### src/rtl/core/i2cseq_pkg.sv
package i2cseq_pkg;

   localparam int MAX_BYTES_DEFAULT = 4;
   localparam int QUEUE_DEPTH_DEFAULT = 2;

   // count field of a command; wide enough for the largest byte limit
   localparam int COUNT_W = 4;

   localparam logic [1:0] OP_WRITE = 2'd0;
   localparam logic [1:0] OP_READ = 2'd1;
   localparam logic [1:0] OP_RX = 2'd2;

   localparam logic [2:0] ACT_START = 3'd0;
   localparam logic [2:0] ACT_SEND = 3'd1;
   localparam logic [2:0] ACT_READ = 3'd2;
   localparam logic [2:0] ACT_STOP = 3'd3;
   localparam logic [2:0] ACT_DONE = 3'd4;

   localparam logic [7:0] DEV_WRITE = 8'hA0;
   localparam logic [7:0] DEV_READ = 8'hA1;

   typedef struct packed {
      logic [1:0] op;
      logic [15:0] address;
      logic [31:0] write_data;
      logic [2:0] length;
      logic [7:0] rx_byte;
   } req_type;

   typedef struct packed {
      logic [2:0] action;
      logic [7:0] bus_byte;
      logic [31:0] read_value;
      logic last;
   } rsp_type;

   typedef enum logic [1:0] {
      CMD_WRITE,
      CMD_READ,
      CMD_DONE
   } cmd_kind_type;

   typedef struct packed {
      cmd_kind_type kind;
      logic stop_first;
      logic [15:0] address;
      logic [31:0] data;
      logic [COUNT_W-1:0] count;
   } cmd_type;

   typedef struct packed {
      logic full;
      logic empty;
   } queue_status_type;

endpackage

### src/rtl/core/i2cseq_front.sv
module i2cseq_front #(
   parameter int MAX_BYTES = i2cseq_pkg::MAX_BYTES_DEFAULT
) (
   input logic clock,
   input logic reset,
   input logic req_valid,
   output logic req_stall,
   input i2cseq_pkg::req_type req_data,
   input i2cseq_pkg::queue_status_type status,
   output logic push,
   output i2cseq_pkg::cmd_type push_cmd
);

   localparam int CNT_W = $clog2(MAX_BYTES + 1);

   logic read_pending_ff, read_pending_in;
   logic [15:0] next_address_ff, next_address_in;
   logic [CNT_W-1:0] bytes_left_ff, bytes_left_in;
   logic [31:0] accumulator_ff, accumulator_in;

   logic accept;
   logic [CNT_W-1:0] len_sat;
   logic [CNT_W-1:0] left_dec;

   assign req_stall = status.full;
   assign accept = req_valid && !status.full;

   always_comb begin
      if (32'(req_data.length) > MAX_BYTES) begin
         len_sat = CNT_W'(MAX_BYTES);
      end else begin
         len_sat = CNT_W'(req_data.length);
      end
   end

   always_comb begin
      read_pending_in = read_pending_ff;
      next_address_in = next_address_ff;
      bytes_left_in = bytes_left_ff;
      accumulator_in = accumulator_ff;
      left_dec = bytes_left_ff;
      push = 1'b0;
      push_cmd = '0;
      if (accept) begin
         unique case (req_data.op)
            i2cseq_pkg::OP_WRITE: begin
               read_pending_in = 1'b0;
               push = 1'b1;
               push_cmd.kind = i2cseq_pkg::CMD_WRITE;
               push_cmd.address = req_data.address;
               push_cmd.data = req_data.write_data;
               push_cmd.count = i2cseq_pkg::COUNT_W'(len_sat);
            end
            i2cseq_pkg::OP_READ: begin
               read_pending_in = 1'b0;
               accumulator_in = '0;
               push = 1'b1;
               if (len_sat == '0) begin
                  push_cmd.kind = i2cseq_pkg::CMD_DONE;
               end else begin
                  // highest address first
                  next_address_in = req_data.address + 16'(len_sat) - 16'd1;
                  bytes_left_in = len_sat;
                  read_pending_in = 1'b1;
                  push_cmd.kind = i2cseq_pkg::CMD_READ;
                  push_cmd.address = next_address_in;
               end
            end
            i2cseq_pkg::OP_RX: begin
               if (read_pending_ff) begin
                  accumulator_in = {accumulator_ff[23:0], req_data.rx_byte};
                  if (bytes_left_ff != '0) begin
                     left_dec = bytes_left_ff - CNT_W'(1);
                  end
                  bytes_left_in = left_dec;
                  push = 1'b1;
                  push_cmd.stop_first = 1'b1;
                  if (left_dec != '0) begin
                     next_address_in = next_address_ff - 16'd1;
                     push_cmd.kind = i2cseq_pkg::CMD_READ;
                     push_cmd.address = next_address_in;
                  end else begin
                     read_pending_in = 1'b0;
                     push_cmd.kind = i2cseq_pkg::CMD_DONE;
                     push_cmd.data = accumulator_in;
                  end
               end
            end
            default: begin
               // drop undefined op
            end
         endcase
      end
   end

   always_ff @(posedge clock) begin
      if (reset) begin
         read_pending_ff <= 1'b0;
         next_address_ff <= '0;
         bytes_left_ff <= '0;
         accumulator_ff <= '0;
      end else begin
         read_pending_ff <= read_pending_in;
         next_address_ff <= next_address_in;
         bytes_left_ff <= bytes_left_in;
         accumulator_ff <= accumulator_in;
      end
   end

endmodule

### src/rtl/core/i2cseq_cmd_queue.sv
module i2cseq_cmd_queue #(
   parameter int DEPTH = i2cseq_pkg::QUEUE_DEPTH_DEFAULT
) (
   input logic clock,
   input logic reset,
   input logic push,
   input i2cseq_pkg::cmd_type push_cmd,
   input logic pop,
   output i2cseq_pkg::cmd_type pop_cmd,
   output i2cseq_pkg::queue_status_type status
);

   localparam int PTR_W = (DEPTH > 1) ? $clog2(DEPTH) : 1;

   i2cseq_pkg::cmd_type entry_ff [DEPTH];
   logic [PTR_W-1:0] wr_ptr_ff, wr_ptr_in;
   logic [PTR_W-1:0] rd_ptr_ff, rd_ptr_in;
   logic [PTR_W:0] count_ff, count_in;
   logic do_push, do_pop;

   assign status.full = (count_ff == (PTR_W + 1)'(DEPTH));
   assign status.empty = (count_ff == '0);
   assign pop_cmd = entry_ff[rd_ptr_ff];
   assign do_push = push && !status.full;
   assign do_pop = pop && !status.empty;

   always_comb begin
      wr_ptr_in = wr_ptr_ff;
      rd_ptr_in = rd_ptr_ff;
      count_in = count_ff;
      if (do_push) begin
         wr_ptr_in = (wr_ptr_ff == PTR_W'(DEPTH - 1)) ? '0 : wr_ptr_ff + PTR_W'(1);
      end
      if (do_pop) begin
         rd_ptr_in = (rd_ptr_ff == PTR_W'(DEPTH - 1)) ? '0 : rd_ptr_ff + PTR_W'(1);
      end
      if (do_push && !do_pop) begin
         count_in = count_ff + (PTR_W + 1)'(1);
      end else if (do_pop && !do_push) begin
         count_in = count_ff - (PTR_W + 1)'(1);
      end
   end

   always_ff @(posedge clock) begin
      if (reset) begin
         wr_ptr_ff <= '0;
         rd_ptr_ff <= '0;
         count_ff <= '0;
      end else begin
         wr_ptr_ff <= wr_ptr_in;
         rd_ptr_ff <= rd_ptr_in;
         count_ff <= count_in;
      end
      if (do_push) begin
         entry_ff[wr_ptr_ff] <= push_cmd;
      end
   end

endmodule

### src/rtl/core/i2cseq_back.sv
module i2cseq_back (
   input logic clock,
   input logic reset,
   input logic two_byte_address,
   input i2cseq_pkg::queue_status_type status,
   output logic pop,
   input i2cseq_pkg::cmd_type pop_cmd,
   output logic rsp_valid,
   input logic rsp_stall,
   output i2cseq_pkg::rsp_type rsp_data
);

   typedef enum logic [3:0] {
      PH_IDLE,
      PH_PRE_STOP,
      PH_START,
      PH_DEV,
      PH_HIGH,
      PH_LOW,
      PH_DATA,
      PH_STOP,
      PH_RSTART,
      PH_RDEV,
      PH_READ,
      PH_DONE
   } phase_type;

   phase_type phase_ff, phase_in, phase_adv;
   i2cseq_pkg::cmd_kind_type kind_ff, kind_in;
   logic [15:0] addr_ff, addr_in;
   logic [31:0] data_ff, data_in;
   logic [i2cseq_pkg::COUNT_W-1:0] left_ff, left_in;
   logic rsp_valid_ff, rsp_valid_in;
   i2cseq_pkg::rsp_type rsp_data_ff, rsp_data_in;
   i2cseq_pkg::rsp_type out_rsp;
   logic can_emit;

   function automatic logic [7:0] dev_byte(input logic [7:0] base, input logic [15:0] addr,
                                           input logic two);
      logic [7:0] result;
      result = base;
      if (!two) begin
         result = base | {4'd0, addr[10:8], 1'b0};
      end
      return result;
   endfunction

   assign can_emit = !rsp_valid_ff || !rsp_stall;
   assign rsp_valid = rsp_valid_ff;
   assign rsp_data = rsp_data_ff;

   // action and successor of the current phase
   always_comb begin
      out_rsp = '0;
      phase_adv = phase_ff;
      unique case (phase_ff)
         PH_IDLE: begin
            phase_adv = PH_IDLE;
         end
         PH_PRE_STOP: begin
            out_rsp.action = i2cseq_pkg::ACT_STOP;
            phase_adv = (kind_ff == i2cseq_pkg::CMD_READ) ? PH_START : PH_DONE;
         end
         PH_START: begin
            out_rsp.action = i2cseq_pkg::ACT_START;
            phase_adv = PH_DEV;
         end
         PH_DEV: begin
            out_rsp.action = i2cseq_pkg::ACT_SEND;
            out_rsp.bus_byte = dev_byte(i2cseq_pkg::DEV_WRITE, addr_ff, two_byte_address);
            phase_adv = two_byte_address ? PH_HIGH : PH_LOW;
         end
         PH_HIGH: begin
            out_rsp.action = i2cseq_pkg::ACT_SEND;
            out_rsp.bus_byte = addr_ff[15:8];
            phase_adv = PH_LOW;
         end
         PH_LOW: begin
            out_rsp.action = i2cseq_pkg::ACT_SEND;
            out_rsp.bus_byte = addr_ff[7:0];
            phase_adv = (kind_ff == i2cseq_pkg::CMD_WRITE) ? PH_DATA : PH_RSTART;
         end
         PH_DATA: begin
            out_rsp.action = i2cseq_pkg::ACT_SEND;
            out_rsp.bus_byte = data_ff[7:0];
            phase_adv = PH_STOP;
         end
         PH_STOP: begin
            out_rsp.action = i2cseq_pkg::ACT_STOP;
            phase_adv = (left_ff > i2cseq_pkg::COUNT_W'(1)) ? PH_START : PH_DONE;
         end
         PH_RSTART: begin
            out_rsp.action = i2cseq_pkg::ACT_START;
            phase_adv = PH_RDEV;
         end
         PH_RDEV: begin
            out_rsp.action = i2cseq_pkg::ACT_SEND;
            out_rsp.bus_byte = dev_byte(i2cseq_pkg::DEV_READ, addr_ff, two_byte_address);
            phase_adv = PH_READ;
         end
         PH_READ: begin
            out_rsp.action = i2cseq_pkg::ACT_READ;
            out_rsp.last = 1'b1;
            phase_adv = PH_IDLE;
         end
         PH_DONE: begin
            out_rsp.action = i2cseq_pkg::ACT_DONE;
            out_rsp.read_value = (kind_ff == i2cseq_pkg::CMD_DONE) ? data_ff : 32'd0;
            out_rsp.last = 1'b1;
            phase_adv = PH_IDLE;
         end
         default: begin
            phase_adv = PH_IDLE;
         end
      endcase
   end

   always_comb begin
      phase_in = phase_ff;
      kind_in = kind_ff;
      addr_in = addr_ff;
      data_in = data_ff;
      left_in = left_ff;
      rsp_valid_in = rsp_valid_ff && rsp_stall;
      rsp_data_in = rsp_data_ff;
      pop = 1'b0;
      if (phase_ff == PH_IDLE) begin
         if (!status.empty) begin
            pop = 1'b1;
            kind_in = pop_cmd.kind;
            addr_in = pop_cmd.address;
            data_in = pop_cmd.data;
            left_in = pop_cmd.count;
            unique case (pop_cmd.kind)
               i2cseq_pkg::CMD_WRITE: begin
                  phase_in = (pop_cmd.count == '0) ? PH_DONE : PH_START;
               end
               i2cseq_pkg::CMD_READ: begin
                  phase_in = pop_cmd.stop_first ? PH_PRE_STOP : PH_START;
               end
               i2cseq_pkg::CMD_DONE: begin
                  phase_in = pop_cmd.stop_first ? PH_PRE_STOP : PH_DONE;
               end
               default: begin
                  phase_in = PH_IDLE;
               end
            endcase
         end
      end else if (can_emit) begin
         rsp_valid_in = 1'b1;
         rsp_data_in = out_rsp;
         phase_in = phase_adv;
         // advance to the next byte of a write
         if (phase_ff == PH_STOP && left_ff > i2cseq_pkg::COUNT_W'(1)) begin
            left_in = left_ff - i2cseq_pkg::COUNT_W'(1);
            addr_in = addr_ff + 16'd1;
            data_in = {8'd0, data_ff[31:8]};
         end
      end
   end

   always_ff @(posedge clock) begin
      if (reset) begin
         phase_ff <= PH_IDLE;
         rsp_valid_ff <= 1'b0;
      end else begin
         phase_ff <= phase_in;
         rsp_valid_ff <= rsp_valid_in;
      end
      kind_ff <= kind_in;
      addr_ff <= addr_in;
      data_ff <= data_in;
      left_ff <= left_in;
      rsp_data_ff <= rsp_data_in;
   end

endmodule

### src/rtl/core/i2c_eeprom_access_sequencer.sv
// Master-side sequencer for a 24Cxx-style I2C EEPROM.
// req channel: op 0 writes length bytes of write_data from address upward, op 1
// reads length bytes from the highest address down, op 2 hands back the byte a
// bus read returned. Other items (op 3, op 2 with no read open) are dropped.
// rsp channel: one bus action per item (start, send byte, read byte, stop,
// done); last marks the final action caused by a req item, and done of a read
// carries the assembled value.
// csr port: csr_wr_en writes csr_wr_data into the two-byte-address mode bit;
// write it only while no request is in flight.
// Flow: a command passes from its taken req item through the queue entry and the
// sequencer phase register into the rsp register; then one action per cycle while
// rsp_stall is low. A write of N bytes gives 5N+1 actions (6N+1 in two-byte mode),
// a read step up to 8; the sequencer adds an idle phase to take each command.
// The classifier takes req items as long as the command queue has room, so
// req_stall rises once QUEUE_DEPTH commands wait, whether the sequencer is held
// by a stalled rsp or still busy with the actions of earlier commands.
// Reset (synchronous) clears the queue, the open read and the mode bit; rsp_valid
// drops in the next cycle. A stalled rsp item holds until taken.
module i2c_eeprom_access_sequencer #(
   parameter int MAX_BYTES = i2cseq_pkg::MAX_BYTES_DEFAULT,
   parameter int QUEUE_DEPTH = i2cseq_pkg::QUEUE_DEPTH_DEFAULT
) (
   input logic clock,
   input logic reset,
   input logic req_valid,
   output logic req_stall,
   input i2cseq_pkg::req_type req_data,
   output logic rsp_valid,
   input logic rsp_stall,
   output i2cseq_pkg::rsp_type rsp_data,
   input logic csr_wr_en,
   input logic csr_wr_data
);

   logic two_byte_address_ff;
   logic push, pop;
   i2cseq_pkg::cmd_type push_cmd, pop_cmd;
   i2cseq_pkg::queue_status_type status;

   always_ff @(posedge clock) begin
      if (reset) begin
         two_byte_address_ff <= 1'b0;
      end else if (csr_wr_en) begin
         two_byte_address_ff <= csr_wr_data;
      end
   end

   i2cseq_front #(
      .MAX_BYTES(MAX_BYTES)
   ) u_front (
      .clock(clock),
      .reset(reset),
      .req_valid(req_valid),
      .req_stall(req_stall),
      .req_data(req_data),
      .status(status),
      .push(push),
      .push_cmd(push_cmd)
   );

   i2cseq_cmd_queue #(
      .DEPTH(QUEUE_DEPTH)
   ) u_queue (
      .clock(clock),
      .reset(reset),
      .push(push),
      .push_cmd(push_cmd),
      .pop(pop),
      .pop_cmd(pop_cmd),
      .status(status)
   );

   i2cseq_back u_back (
      .clock(clock),
      .reset(reset),
      .two_byte_address(two_byte_address_ff),
      .status(status),
      .pop(pop),
      .pop_cmd(pop_cmd),
      .rsp_valid(rsp_valid),
      .rsp_stall(rsp_stall),
      .rsp_data(rsp_data)
   );

endmodule

### config.mk
export PLATFORM = sky130hd
export DESIGN_NAME = i2c_eeprom_access_sequencer
export DESIGN_NICKNAME = d
export VERILOG_FILES = /design/src/rtl/core/i2cseq_pkg.sv /design/src/rtl/core/i2cseq_front.sv /design/src/rtl/core/i2cseq_cmd_queue.sv /design/src/rtl/core/i2cseq_back.sv /design/src/rtl/core/i2c_eeprom_access_sequencer.sv
export SDC_FILE = /design/constraint.sdc
export NUM_CORES = 1
export LEC_CHECK = 0
export BUFFER_PORTS_ARGS = -buffer_cell sky130_fd_sc_hd__buf_2
export CORE_MARGIN = 5
export CORE_UTILIZATION = 25
export CTS_CLUSTER_DIAMETER = 50
export DETAILED_ROUTE_END_ITERATION = 8
export GPL_ROUTABILITY_DRIVEN = 1
export PLACE_DENSITY_LB_ADDON = 0.15
export SYNTH_ARGS = -nofsm -noshare
export SYNTH_HDL_FRONTEND = slang
export SYNTH_SLANG_ARGS = --single-unit
### constraint.sdc
create_clock -name clock -period 4.25 [get_ports clock]
set_input_delay 0.2125 -clock clock [delete_from_list [all_inputs] [get_ports clock]]
set_output_delay 0.2125 -clock clock [all_outputs]
set_load 0.02 [all_outputs]
**Word-level counts from Yosys, hierarchy flattened**

Memory sizes are Yosys's and may differ from the RTL's. A register that Yosys moved wholly into a read port is not among the register bits.
Cells that the tools add are included.

- $add $sub $neg: 10
- Magnitude comparators: 2
- Equal/unequal tests: 22
- Muxes and demuxes: 74
- Bitwise operators: 2
- Reductions and logical operators: 41

Operators by type and width:

| operator | number |
|---|---|
| $mux W32 | 5 |
| $mux W16 | 9 |
| $pmux W32 S2 | 1 |
| $mux W4 | 14 |
| $mux W55 | 1 |
| $mux W51 | 1 |
| $pmux W16 S3 | 1 |
| $pmux W24 S2 | 1 |
| $pmux W8 S5 | 1 |
| $pmux W4 S9 | 1 |
| $pmux W16 S2 | 1 |
| $sub A16 B1 Y16 const B | 2 |
| $mux W24 | 1 |
| $mux W3 | 8 |
| $mux W1 | 18 |
| $add A16 B1 Y16 const B | 1 |
| $add A16 B3 Y16 | 1 |
| $eq A4 B3 Y1 const B | 4 |
| $eq A4 B4 Y1 const B | 4 |
| $pmux W3 S4 | 1 |
| $pmux W4 S3 | 1 |
| $mux W2 | 5 |
| $reduce_and A2 Y1 | 5 |
| $reduce_bool A3 Y1 | 3 |
| 30 further kinds | 61 |

- Register bits after elaboration: 152
- Bits in writable memories: 110
- Input bits: 67
- Output and inout bits: 46
- Logic and storage cells: 170
- Memories: 1

Memories:

| name | depth | bits a word | read ports | clocked after Yosys merged registers in | write ports | line | text |
|---|---|---|---|---|---|---|---|
| u_queue.entry_ff | 2 | 55 | 1 | 1 | 1 | i2cseq_cmd_queue.sv:15 | `i2cseq_pkg::cmd_type entry_ff [DEPTH];` |

**Depth between registers and ports, before layout**

Gate-level depths: netlist of the first run.

- Depth after elaboration: 10
- Mapped depth: 12
- Depth with buffers taken out: 12

**Hierarchy**

Synthesis of the first run repeated with hierarchy kept, for this count alone.

- Cell total of the unflattened synthesis: 1,184
- Area, all modules: 13,005.0 µm²

Modules (own cells, without submodules):

| module | instances | cells each | area an instance (µm²) | sequential area each (µm²) |
|---|---|---|---|---|
| i2cseq_back | 1 | 429 | 4,788.3 | 3,042.9 |
| i2cseq_cmd_queue | 1 | 196 | 4,182.8 | 3,403.3 |
| i2cseq_front | 1 | 556 | 4,000.1 | 880.8 |
| i2c_eeprom_access_sequencer | 1 | 3 | 33.8 | 20.0 |

**Worst setup path before layout of the first run**

No wires, ideal clock.

- Kind: reg2reg
- Start point: register u_back.phase_ff[2]
- End point: register u_back.addr_ff[0], enable pin
- Library setup time: 479 ps
- Arrival: 3,864 ps
- Path slack: -93 ps
- Cell stages (with the launch flop): 7
- Path buffers: 3
- Cells stage by stage: dfxtp_1 or2_1 clkbuf_1 or3_1 clkbuf_1 clkbuf_1 a21oi_1

- Longest elaborated chain between the ends: 4
- Elaborated cells on any way between the ends: 7
- Classes of those cells: eq/ne (2); reduce/logical (5)

RTL lines:

| item | line | text |
|---|---|---|
| start: declaration | i2cseq_back.sv:28 | `phase_type phase_ff, phase_in, phase_adv;` |
| start signal: assignment | i2cseq_back.sv:167 | `phase_ff <= phase_in;` |
| $eq A4 B3 Y1 | i2cseq_back.sv:154 | `if (phase_ff == PH_STOP && left_ff > i2cseq_pkg::COUNT_W'(1)) begin` |
| $logic_and A1 B1 Y1 | i2cseq_back.sv:154 |  |
| $reduce_bool A2 Y1 (no line) | -- |  |
| $reduce_and A3 Y1 (no line) (*) | -- |  |
| end signal: assignment | i2cseq_back.sv:171 | `addr_ff <= addr_in;` |
| end: declaration | i2cseq_back.sv:30 | `logic [15:0] addr_ff, addr_in;` |

Every way passes the cells marked *; elsewhere a longest branch is shown, timed or not.
A chain may end at the register's enable or synchronous reset.

**Final worst setup path of the first run**

- Start point: register u_back.phase_ff[1]
- End point: register u_back.data_ff[23], enable pin

- Longest elaborated chain between the ends: 4
- Elaborated cells on any way between the ends: 7
- Classes of those cells: eq/ne (2); reduce/logical (5)

RTL lines:

| item | line | text |
|---|---|---|
| $eq A4 B3 Y1 | i2cseq_back.sv:154 |  |
| $logic_and A1 B1 Y1 | i2cseq_back.sv:154 |  |
| $reduce_bool A2 Y1 (no line) | -- |  |
| $reduce_and A3 Y1 (no line) (*) | -- |  |
| end signal: assignment | i2cseq_back.sv:172 | `data_ff <= data_in;` |
| end: declaration | i2cseq_back.sv:31 | `logic [31:0] data_ff, data_in;` |

Marked as above.

==> results.md, run 1 <==
* Outcome: complete, no violations
* WL final at 36030 µm
* Worst Hold Launch: req_data[10]
* Synth async-reset ratio at 0
* WHS Endpoint: u_front.bytes_left_ff[2]
* Clk root buf: clkbuf_16
* Vias in the first global route at 8852
* Total Power at 10.26 mW
* Worst slew margin at 0.2847
* Die outline area at 55220 µm²
* WL/cell at 18.40 µm
* Post-synth EDFFs at 206
* Max Cap Violations at 0
* Final setup viols at 0
* Share of cells above drive strength 1 at 0.1735
* Area growth syn-to-layout at 21.71%
* Initial Utilization at 0.2527
* Worst hold path type: input port to register
* Clock transition time at the flip-flop clock pins of the worst setup and hold paths at 0.05 ns
* Total track usage at 0.1267
* CTS buffer count at 41
* Unique masters post-synth at 71
* Critical-path top delay cell: buf_4
* Clock Sinks at 261
* Initial DRT Pass Iterations at 5
* R2r endpoint: u_back.data_ff[23]
* CTS tree: yes
* Reg-to-reg startpoint: u_back.phase_ff[1]
* Cell Area, Synth at 12650 µm²
* Placed insts at 1872
* Power Dens Cells at 666.2 nW/µm²
* Worst-path cell chain: buf_4 -> or2_1 -> nor3_4 -> buf_4 -> nand2_1 -> o21ai_1 -> a21oi_4 -> buf_4
* Synthesized area per cell at 11.15 µm²
* Largest net degree at the start of global routing at 73
* IO Pins at 113
* Post-CTS Setup Bufs at 0
* Worst reg-to-reg setup slack at 1.19 ns
* Top cell by count, worst path: buf_4
* Drt drc at 0
* Core ar. at 50070 µm²
* Fill cells at 5212
* First-pass GRT wire length at 55660 µm
* CP Launch Type: register
* Final instance count without filler cells at 1958
* RSZ-0062 raised after global routing: false
* Top_reg_cell synth: edfxtp_1
* Seq/Total Area, Yosys at 0.5758
* Worst VDD drop at 0.5395 mV
* Gr ovfl total at 0
* Hold Crit Depth at 3
* Final Skew at 0.01436 ns
* H-Tree Depth at 2
* R2R depth at 8
* RePlAce Congestion at 0.7850
* Final ANT Viol Nets at 0
* Syn Inst Count at 1135
* Vias/cell at 4.551
* CP required at 4.42 ns
* Crit Path Class: register to register
* Crit end category: register
* Drt first-iter violations at 551
* Worst EP arrival at 3.24 ns
* Final count of hold timing violations at 0
* Worst path max stage delay at 0.52 ns
* Final Cell Area at 15400 µm²
* Leak at 5.459 nW
* Row cnt at 82
* Pins Over Slew Limit at 0
* Max Fclk at 0.3266 GHz
* Cell family with most CP delay: buffers and inverters
* DP HPWL at 25620 µm
* DIE WIDTH at 235.0 µm
* Vias at 8910
* Least-Margin Pin Slew at 1.073 ns
* Placed Area at 13950 µm²
* Fin crit share at 0.7205
* Worst Path Buf+Inv at 3
* Clock Tree Buf Depth at 3
* Antenna violations before repair at 2
* Clock latency at the later pin of the worst-skew pair at 0.55 ns
* Number of port buffers at 112
* Final min period at 3.062 ns
* Final nets at 1350
* Post-layout util at 0.3076
* CP max FO at 72
* Mapped Nets at 1232
* Number of synthesized register bits at 261
* Setup_tns at 0 ns
* Ys Warns at 0
* Die H at 235.0 µm
worst max-delay path by stage:
stage	startpoint	to	slack, ns	cells past startpoint
CTS	u_back.phase_ff[1]	u_back.data_ff[23]	1.13	8
floorplan	u_queue.count_ff[0]	u_queue.entry_ff[0][0]	0.14	6
detailed placement	req_data[10]	u_queue.entry_ff[0][49]	1.03	13
finish	u_back.phase_ff[1]	u_back.data_ff[23]	1.19	8
global route	u_back.phase_ff[1]	u_back.data_ff[23]	0.95	8
global placement	req_data[10]	u_queue.entry_ff[0][49]	1.07	13
placed cells by master, fill, tap and decap left out, drive strengths merged, types with 29 or more instances in the layout:
master,instances
a21oi,75
clkbuf,47
buf,132
nand2,65
edfxtp,206
and2,39
inv,44
ha,29
nor2,176
mux2i,59
dfxtp,55
a22oi,69
o21ai,42
power breakdown:
group,total [mW],leakage [nW],internal [mW],switching [mW]
sequential,4.13,2.35,3.68,0.447
combinational,2.83,2.46,0.938,1.89
clock,3.31,0.649,2.05,1.26
total,10.3,5.46,6.66,3.60
what timing repair did:
action                    CTS  global route
hold endpoints to repair    9             0
resized for setup           0             0
hold buffers               10             0
routing by layer:
layer / vias up / GRT usage / wire, µm / share of wire
li1: 4433 / - / - / -
met1: 4234 / 0.1935 / 18570 / 0.52
met2: 193 / 0.1805 / 15090 / 0.42
met3: 48 / 0.02650 / 1667 / 0.046
met4: 2 / 0.03504 / 686 / 0.019
met5: - / 0 / 13 / 0.00036
registers in the layout, summed over array words and instances, names as in the netlist, named ones only:
register and flops:
u_back.left_ff 4, u_back.data_ff 32, u_front.next_address_ff 16, u_back.phase_ff 4
u_back.kind_ff 2, u_back.rsp_data 44, u_front.accumulator_ff 24, u_front.read_pending_ff 1
u_front.bytes_left_ff 3, u_queue.rd_ptr_ff 1, u_queue.entry_ff 108, u_back.addr_ff 16
two_byte_address_ff 1, u_queue.count_ff 2, u_back.rsp_valid 1, u_queue.wr_ptr_ff 1
cells by family after synthesis:
logic type | count (synthesis) | synth area share
simple gates | 367 | 0.1390
compound gates | 264 | 0.1389
flops | 261 | 0.5758
buf+inv | 105 | 0.03460
mux | 63 | 0.05023
xor+xnor | 45 | 0.03114
fa+ha+maj | 30 | 0.03026
worst min-delay path, delay by kind of cell:
| family | cells | cell delay (ns) |
|---|---|---|
| AOI/OAI and AO/OA | 1 | 0.08 |
| buffers and inverters | 1 | 0.12 |
| muxes | 1 | 0.12 |
Yosys cell counts (7+ instances only):
library cell	n	area (µm²)
ha_1	29	362.9
inv_1	37	138.9
or3_1	7	43.79
and2_1	39	244.0
nand3_1	13	65.06
dfxtp_1	55	1101
edfxtp_1	206	6186
nor2b_1	13	81.33
clkbuf_1	39	146.4
a31oi_1	8	50.05
a21oi_1	74	370.4
buf_2	23	115.1
o21ai_0	39	195.2
o22ai_1	11	68.82
nand2_1	64	240.2
xor2_1	22	192.7
a22oi_1	69	518.0
xnor2_1	23	201.4
mux2i_1	59	590.6
a211oi_1	10	75.07
nor3_1	14	70.07
nor2_1	174	653.1
layout make-up:
cell class / instances / area, µm² / share of cell area
Sequential cell: 261 / 7288 / 0.4732
Multi-Input combinational cell: 769 / 4970 / 0.3227
Clock buffer: 47 / 1091 / 0.07084
Tap cell: 672 / 840.8 / 0.05459
Timing Repair Buffer: 142 / 810.8 / 0.05264
Clock inverter: 28 / 256.5 / 0.01665
Inverter: 38 / 142.6 / 0.009261
Antenna cell: 1 / 2.502 / 0.0001625
per-stage QoR:
step / setup WS, ns / hold WS, ns
after global placement: 1.072 / 0.4809
after floorplan: 0.1436 / 0.3597
after detailed placement: 1.029 / 0.4888
after global routing: 0.9529 / 0.04664
after CTS: 1.128 / 0.01888
final: 1.188 / 0.05057
No activity file was read; power rests on OpenSTA's default activity.
==> inputs of run 2 (changes only) <==
==> constraint.sdc (replaced) <==
create_clock -name clock -period 2.7 [get_ports clock]
set_input_delay 0.135 -clock clock [delete_from_list [all_inputs] [get_ports clock]]
set_output_delay 0.135 -clock clock [all_outputs]
set_load 0.02 [all_outputs]
==> run 2 against run 1 <==
Net effect: global-route usage up 0.20 points; clock skew up 0.0015 ns; final cell count rose by 2.2%; sequential power is 56% higher; clock power is 52% higher; non-clock buffer count rose by 48; critical endpoint is now u_queue.entry_ff[1][5]; largest power group unchanged; highest routed layer is now met4.
==> results.md, run 2 (synthesis results as in run 1) <==
* Total Power at 16.12 mW (+57%)
* Initial DRT Pass Iterations at 5 (unchanged)
* Clock Tree Buf Depth at 3 (unchanged)
* First-pass GRT wire length at 56430 µm (+1.4%)
* Fin crit share at 0.8909 (+0.1704)
* Cell family with most CP delay: simple AND/OR/NAND/NOR gates
* R2r endpoint: u_queue.entry_ff[1][5]
* DP HPWL at 25960 µm (+1.3%)
* Worst Path Buf+Inv at 2 (-1)
* CP required at 3.06 ns (-1.36 ns)
* WL/cell at 18.20 µm (-1.1%)
* Drt drc at 0 (unchanged)
* Die outline area at 55220 µm² (unchanged)
* Post-layout util at 0.3161 (+0.008472)
* Leading cell types in the layout, fill and taps excluded: edfxtp_1, nor2_1, buf_2
* Final Cell Area at 15830 µm² (+2.8%)
* CTS tree: yes
* R2R depth at 9 (+1)
* Drt first-iter violations at 509 (-7.6%)
* Post-place setup slack at -0.2370 ns (-1.266 ns)
* WHS Endpoint: u_queue.entry_ff[1][20]
* DIE WIDTH at 235.0 µm (unchanged)
* CP max FO at 33 (-54%)
* Final setup viols at 0 (unchanged)
* Final count of hold timing violations at 0 (unchanged)
* RePlAce Congestion at 0.8541 (+8.8%)
* Worst EP arrival at 2.76 ns (-0.48 ns)
* Critical-path top delay cell: or3b_1
* Row cnt at 82 (unchanged)
* Outcome: complete, no violations
* Placed Area at 14260 µm² (+2.2%)
* Final nets at 1396 (+3.4%)
* Final min period at 2.406 ns (-0.6566 ns)
* Pins Over Slew Limit at 0 (unchanged)
* Top cell by count, worst path: ha_1
* CP Launch Type: register
* Vias at 9141 (+2.6%)
* H-Tree Depth at 2 (unchanged)
* Slack of the critical path at 0.2944 ns (-0.8934 ns)
* Die H at 235.0 µm (unchanged)
* Crit Path Class: register to register
* Setup_tns at 0 ns (unchanged)
* IO Pins at 113 (unchanged)
* Total track usage at 0.1287 (+0.001992)
* Number of port buffers at 112 (unchanged)
* Most common cell after layout, fill and taps aside: edfxtp_1
* PostCTS Resize Cnt at 0 (unchanged)
* Worst path max stage delay at 0.37 ns (-0.15 ns)
* Worst Hold Launch: req_data[27]
* Initial Utilization at 0.2527 (unchanged)
* Worst hold path type: input port to register
* Reg-to-reg startpoint: u_front.bytes_left_ff[0]
* Worst VDD drop at 0.4802 mV (-11%)
* RSZ-0062 raised after global routing: false
* Final ANT Viol Nets at 0 (unchanged)
* Least-Margin Pin Slew at 0.6170 ns (-0.4559 ns)
* Biggest register: u_queue.entry_ff
* Final Skew at 0.01584 ns (+0.001479 ns)
* Core ar. at 50070 µm² (unchanged)
* Crit end category: register
* Max Fclk at 0.4157 GHz (+27%)
* Worst reg-to-reg setup slack at 0.29 ns (-0.89 ns)
* Number of diodes at 0 (-1)
* Hold Buf Count CTS at 27 (+17)
* Gr ovfl total at 0 (unchanged)
* Max FFs per register at 108 (unchanged)
* Largest net degree at the start of global routing at 53 (-27%)
* Leak at 5.688 nW (+4.2%)
* Clk root buf: clkbuf_16
* CTS buffer count at 39 (-4.9%)
* Worst slew margin at 0.5849 (+0.3002)
* Clock transition time at the flip-flop clock pins of the worst setup and hold paths at 0.06 ns (about the same)
* Post-CTS Setup Bufs at 0 (unchanged)
* Hold Crit Depth at 3 (unchanged)
* WL final at 36430 µm (+1.1%)
* Max Cap Violations at 0 (unchanged)
* Antenna violations before repair at 0 (-2)
* Clock Sinks at 261 (unchanged)
* Vias/cell at 4.566 (+0.34%)
* Fill cells at 5267 (+1.1%)
* Share of cells above drive strength 1 at 0.1910 (+0.01744)
* Power Dens Cells at 1018 nW/µm² (+53%)
* Vias in the first global route at 9282 (+4.9%)
* Area growth syn-to-layout at 25.06%
* Worst-path cell chain: inv_1 -> ha_1 -> ha_1 -> or3b_1 -> a21oi_2 -> nor2b_2 -> buf_12 -> a22oi_1 -> nor2_1
* Clock latency at the later pin of the worst-skew pair at 0.55 ns (about the same)
-- run 2: cell types whose count changed in the layout (fill, tap and decap cells not counted), sizes merged --
cell / delta
dlygate4sd3: +17
clkbuf: +5
diode: -1
clkinvlp: -4
clkinv: -2
bufinv: -1
buf: +31
inv: -1
-- run 2: power by group --
part	switching (mW)	total, mW	leakage, nW	internal, mW
sequential	0.652	6.43	2.35	5.78
combinational	3.03	4.66	2.70	1.63
clock	1.94	5.03	0.637	3.09
-- run 2: routing by layer --
layer | GRT usage | wire [µm]
met1 | 0.1866 | 18030
met3 | 0.02967 | 1778
met4 | 0.04300 | 1059
met2 | 0.1895 | 15570
met5 | 0 | 0
-- run 2: cell type report --
cell class,count,area (µm²),area share
clock buffer,52,1096,0.06925
clock inverter,20,200.2,0.01265
inverter,38,142.6,0.009013
multi-input combinational,769,4970,0.3140
sequential,261,7288,0.4605
tap,672,840.8,0.05313
timing repair buffer,190,1289,0.08143
-- run 2: stage by stage --
step / instances / hold slack, ns
2_1_floorplan: 1135 / 0.2822
3_3_place_gp: 1903 / 0.3957
3_5_place_dp: 1903 / 0.3910
4_1_cts: 2002 / 0.009623
5_1_grt: 2002 / 0.05279
6_report: 2002 / 0.05332
-- run 2: how the worst max path moves through the flow --
stage	from	end	slack [ns]	cells past startpoint
6_report	u_front.bytes_left_ff[0]	u_queue.entry_ff[1][5]	0.29	9
5_1_grt	u_front.bytes_left_ff[1]	u_queue.entry_ff[0][51]	0.09	9
4_1_cts	u_front.bytes_left_ff[0]	u_queue.entry_ff[0][5]	0.27	9
3_5_place_dp	req_data[10]	u_queue.entry_ff[0][49]	-0.24	13
3_3_place_gp	req_data[10]	u_queue.entry_ff[0][49]	-0.24	13
2_1_floorplan	u_back.phase_ff[2]	u_back.addr_ff[0]	0.04	6
-- run 2: tightest hold or removal path: stages --
cell,delay [ns]
buf_2,0.10
a22oi_1,0.08
nor2_1,0.15
==> inputs of run 3 (changes only) <==
--- a/config.mk
+++ b/config.mk
@@ -14,4 +14,5 @@
 export PLACE_DENSITY_LB_ADDON = 0.15
 export SYNTH_ARGS = -nofsm -noshare
 export SYNTH_HDL_FRONTEND = slang
+export SYNTH_HIERARCHICAL = 1
 export SYNTH_SLANG_ARGS = --single-unit
==> run 3 against run 2 <==
Net effect: utilization decreased by 0.19 points; via count grew 0.77%; synthesized cell count rose by 4.3%; flip-flop and latch count rose by 2; critical endpoint is now u_queue/entry_ff[0][48].
==> results.md, run 3 <==
* Outcome: complete, no violations
* Compound-Gate Fraction of Synth Area at 0.1166 (-0.02231)
* Initial DRT Pass Iterations at 5 (unchanged)
* Vias in the first global route at 9562 (+3.0%)
* Synth cell count leaders: edfxtp_1, nand2_1, nor2_1
* First-pass GRT wire length at 57730 µm (+2.3%)
* Final Skew at 0.01691 ns (+0.001067 ns)
* XOR/XNOR Fraction of Synth Area at 0.03233 (+0.001181)
* Seq pwr share at 0.390 (-0.009)
* Most frequent cell after synthesis: edfxtp_1
* RePlAce Congestion at 0.7916 (-7.3%)
* Max Fclk at 0.3891 GHz (-6.4%)
* Simple-gate share of the synthesized area at 0.1567 (+0.01771)
* Crit Path Class: register to register
* Syn Inst Count at 1184 (+4.3%)
* Total track usage at 0.1287 (about the same)
* Unique masters post-synth at 79 (+11%)
* Post-CTS Setup Bufs at 0 (unchanged)
* Largest family of logic cells by synthesized area: simple AND/OR/NAND/NOR gates
* WL final at 36990 µm (+1.5%)
* Vias at 9211 (+0.77%)
* Power Dens Cells at 949.2 nW/µm² (-6.8%)
* Synth area leader: edfxtp_1
* Worst Hold Margin at 0.03156 ns (-0.02176 ns)
* CTS tree: yes
* Worst slew margin at 0.1845 (-0.4004)
* Die outline area at 56680 µm² (+2.7%)
* Post-synthesis adder-cell area fraction at 0.02944 (-0.0008150)
* Ys Warns at 6 (+6)
* Logic pwr share at 0.280 (-0.009)
* Cell Area, Synth at 13000 µm² (+2.8%)
* Placed Area at 14690 µm² (+3.0%)
* Drt drc at 0 (unchanged)
* CP Launch Type: register
* Area growth syn-to-layout at 24.20%
* Crit end category: register
* Final min period at 2.570 ns (+0.1645 ns)
* Synth async-reset ratio at 0 (unchanged)
* Reg-to-reg startpoint: u_front/bytes_left_ff[0]
* Row cnt at 83 (+1.2%)
* WL/cell at 18.00 µm (-1.1%)
* Number of diodes at 0 (unchanged)
* Final Cell Area at 16150 µm² (+2.1%)
* Placed insts at 1970 (+3.5%)
* Clock Tree Buf Depth at 3 (unchanged)
* Clock Sinks at 263 (+0.77%)
* Final ANT Viol Nets at 0 (unchanged)
* Setup_tns at 0 ns (unchanged)
* Mapped Nets at 1281 (+4.0%)
* R2R depth at 8 (-1)
* Biggest register: u_queue/entry_ff
* CP max FO at 14 (-58%)
* Pint at 10.18 mW (-3.0%)
* H-Tree Depth at 2 (unchanged)
* DP HPWL at 26400 µm (+1.7%)
* Seq/Total Area, Yosys at 0.5649 (-0.01089)
* Die H at 238.1 µm (+1.3%)
* Post-place setup slack at -0.1960 ns (+0.04097 ns)
* Synth top area cells: edfxtp_1, dfxtp_1, mux2_2
* Leak at 5.949 nW (+4.6%)
* R2r endpoint: u_queue/entry_ff[0][48]
* Number of synthesized register bits at 263 (+0.77%)
* Final instance count without filler cells at 2055 (+2.6%)
* Final setup viols at 0 (unchanged)
* Top_reg_cell synth: edfxtp_1
* Drt first-iter violations at 602 (+18%)
* Initial Utilization at 0.2530 (about the same)
* Total Power at 15.33 mW (-4.9%)
* Most common cell after layout, fill and taps aside: edfxtp_1
* Core ar. at 51410 µm² (+2.7%)
* Sw frac at 0.3357 (-0.01308)
* Worst VDD drop at 0.7179 mV (+49%)
* Final count of hold timing violations at 0 (unchanged)
* RSZ-0062 raised after global routing: false
* Clk root buf: clkbuf_16
* Worst reg-to-reg setup slack at 0.13 ns (-0.16 ns)
* Synthesized area per cell at 10.98 µm² (-1.5%)
* Worst Hold Launch: req_data[36]
* Max FFs per register at 110 (+1.9%)
* WHS Endpoint: u_queue/entry_ff[1][29]
* Largest net degree at the start of global routing at 62 (+17%)
* IO Pins at 113 (unchanged)
* Clock latency at the later pin of the worst-skew pair at 0.54 ns (about the same)
* DIE WIDTH at 238.1 µm (+1.3%)
* Switch Pwr at 5.146 mW (-8.5%)
* CP required at 3.02 ns (-0.04 ns)
* Number of port buffers at 112 (unchanged)
* Gr ovfl total at 0 (unchanged)
* Fin crit share at 0.9519 (+0.06093)
* Worst EP arrival at 2.89 ns (+0.13 ns)
* Least-Margin Pin Slew at 1.214 ns (+0.5969 ns)
* Post-layout util at 0.3142 (-0.001897)
* Clk pwr share at 0.330 (+0.018)
* Slack of the critical path at 0.1299 ns (-0.1645 ns)
* Multiplexer area fraction after synthesis at 0.06071 (+0.01048)
* Max Cap Violations at 0 (unchanged)
* Pins Over Slew Limit at 0 (unchanged)
* Final nets at 1443 (+3.4%)
* Share of cells above drive strength 1 at 0.2415 (+0.05048)
* Vias/cell at 4.482 (-1.8%)
* Antenna violations before repair at 1 (+1)
* Worst hold path type: input port to register
* Leading cell types in the layout, fill and taps excluded: edfxtp_1, nand2_1, buf_2
* Clock transition time at the flip-flop clock pins of the worst setup and hold paths at 0.06 ns (about the same)
* Hold Crit Depth at 3 (unchanged)
* CTS buffer count at 39 (unchanged)
* Post-synth EDFFs at 208 (+0.97%)
* Top cell type's share of synthesized area at 0.4803 (-0.008550)
## run 3: cell types whose count changed after synthesis, sizes merged, moves of 7 or more
cell	change
nand2	+92
xnor2	+10
a22oi	-25
inv	+10
xor2	-7
nor2	-65
a21oi	-7
mux2i	-48
mux2	+56
nand3	+22
## run 3: worst max path at each step
stage | endpoint | startpoint | cells after the start | slack [ns]
after floorplan | u_back/addr_ff[0] | u_back/phase_ff[1] | 4 | 0.03
after global placement | u_queue/entry_ff[0][49] | u_front/bytes_left_ff[0] | 9 | -0.28
after detailed placement | u_front/next_address_ff[11] | req_data[10] | 15 | -0.20
after CTS | u_queue/entry_ff[0][42] | u_front/next_address_ff[0] | 8 | 0.07
after global routing | u_queue/entry_ff[0][9] | u_front/bytes_left_ff[0] | 10 | 0.003
final | u_queue/entry_ff[0][48] | u_front/bytes_left_ff[0] | 8 | 0.13
## run 3: cell families after synthesis
logic type | count (synthesis)
compound gates | 229
xor+xnor | 48
fa+ha+maj | 30
buf+inv | 118
flops | 263
mux | 71
other cells | 1
simple gates | 424
## run 3: worst max-delay path: stages (launching register included)
cell      delay, ns
dfxtp_1        0.33
inv_1          0.05
ha_1           0.20
ha_1           0.19
nor4b_1        0.15
or2_2          0.32
nor2_2         0.59
a221oi_1       0.17
o22ai_1        0.35
## run 3: timing repair
item                       CTS  global route
setup endpoints to repair   32             4
hold endpoints to repair    18             0
resized for setup            1             3
pin swaps                    0             1
hold buffers                15             0
## run 3: final cells by class
type	instances	area, µm²
fill	5327	35250
timing repair buffer	192	1274
multi-input combinational	803	5202
clock buffer	49	1086
inverter	47	180.2
tap	680	850.8
clock inverter	21	210.2
sequential	263	7348
## run 3: metal layers
metal,wire length (µm),global-route usage,up-vias
met5,7,0,-
li1,-,-,4624
met4,807,0.04000,2
met3,1558,0.02497,49
met1,19270,0.1955,4355
met2,15350,0.1843,181
## run 3: power groups by stage
stage	Combinational, mW	Clock [mW]	Sequential [mW]
2_1_floorplan	2.45	0	6.36
3_3_place_gp	4.33	0	6.10
3_5_place_dp	4.32	0	6.11
4_1_cts	4.36	5.22	6.03
5_1_grt	4.75	5.40	6.09
6_report	4.29	5.06	5.98
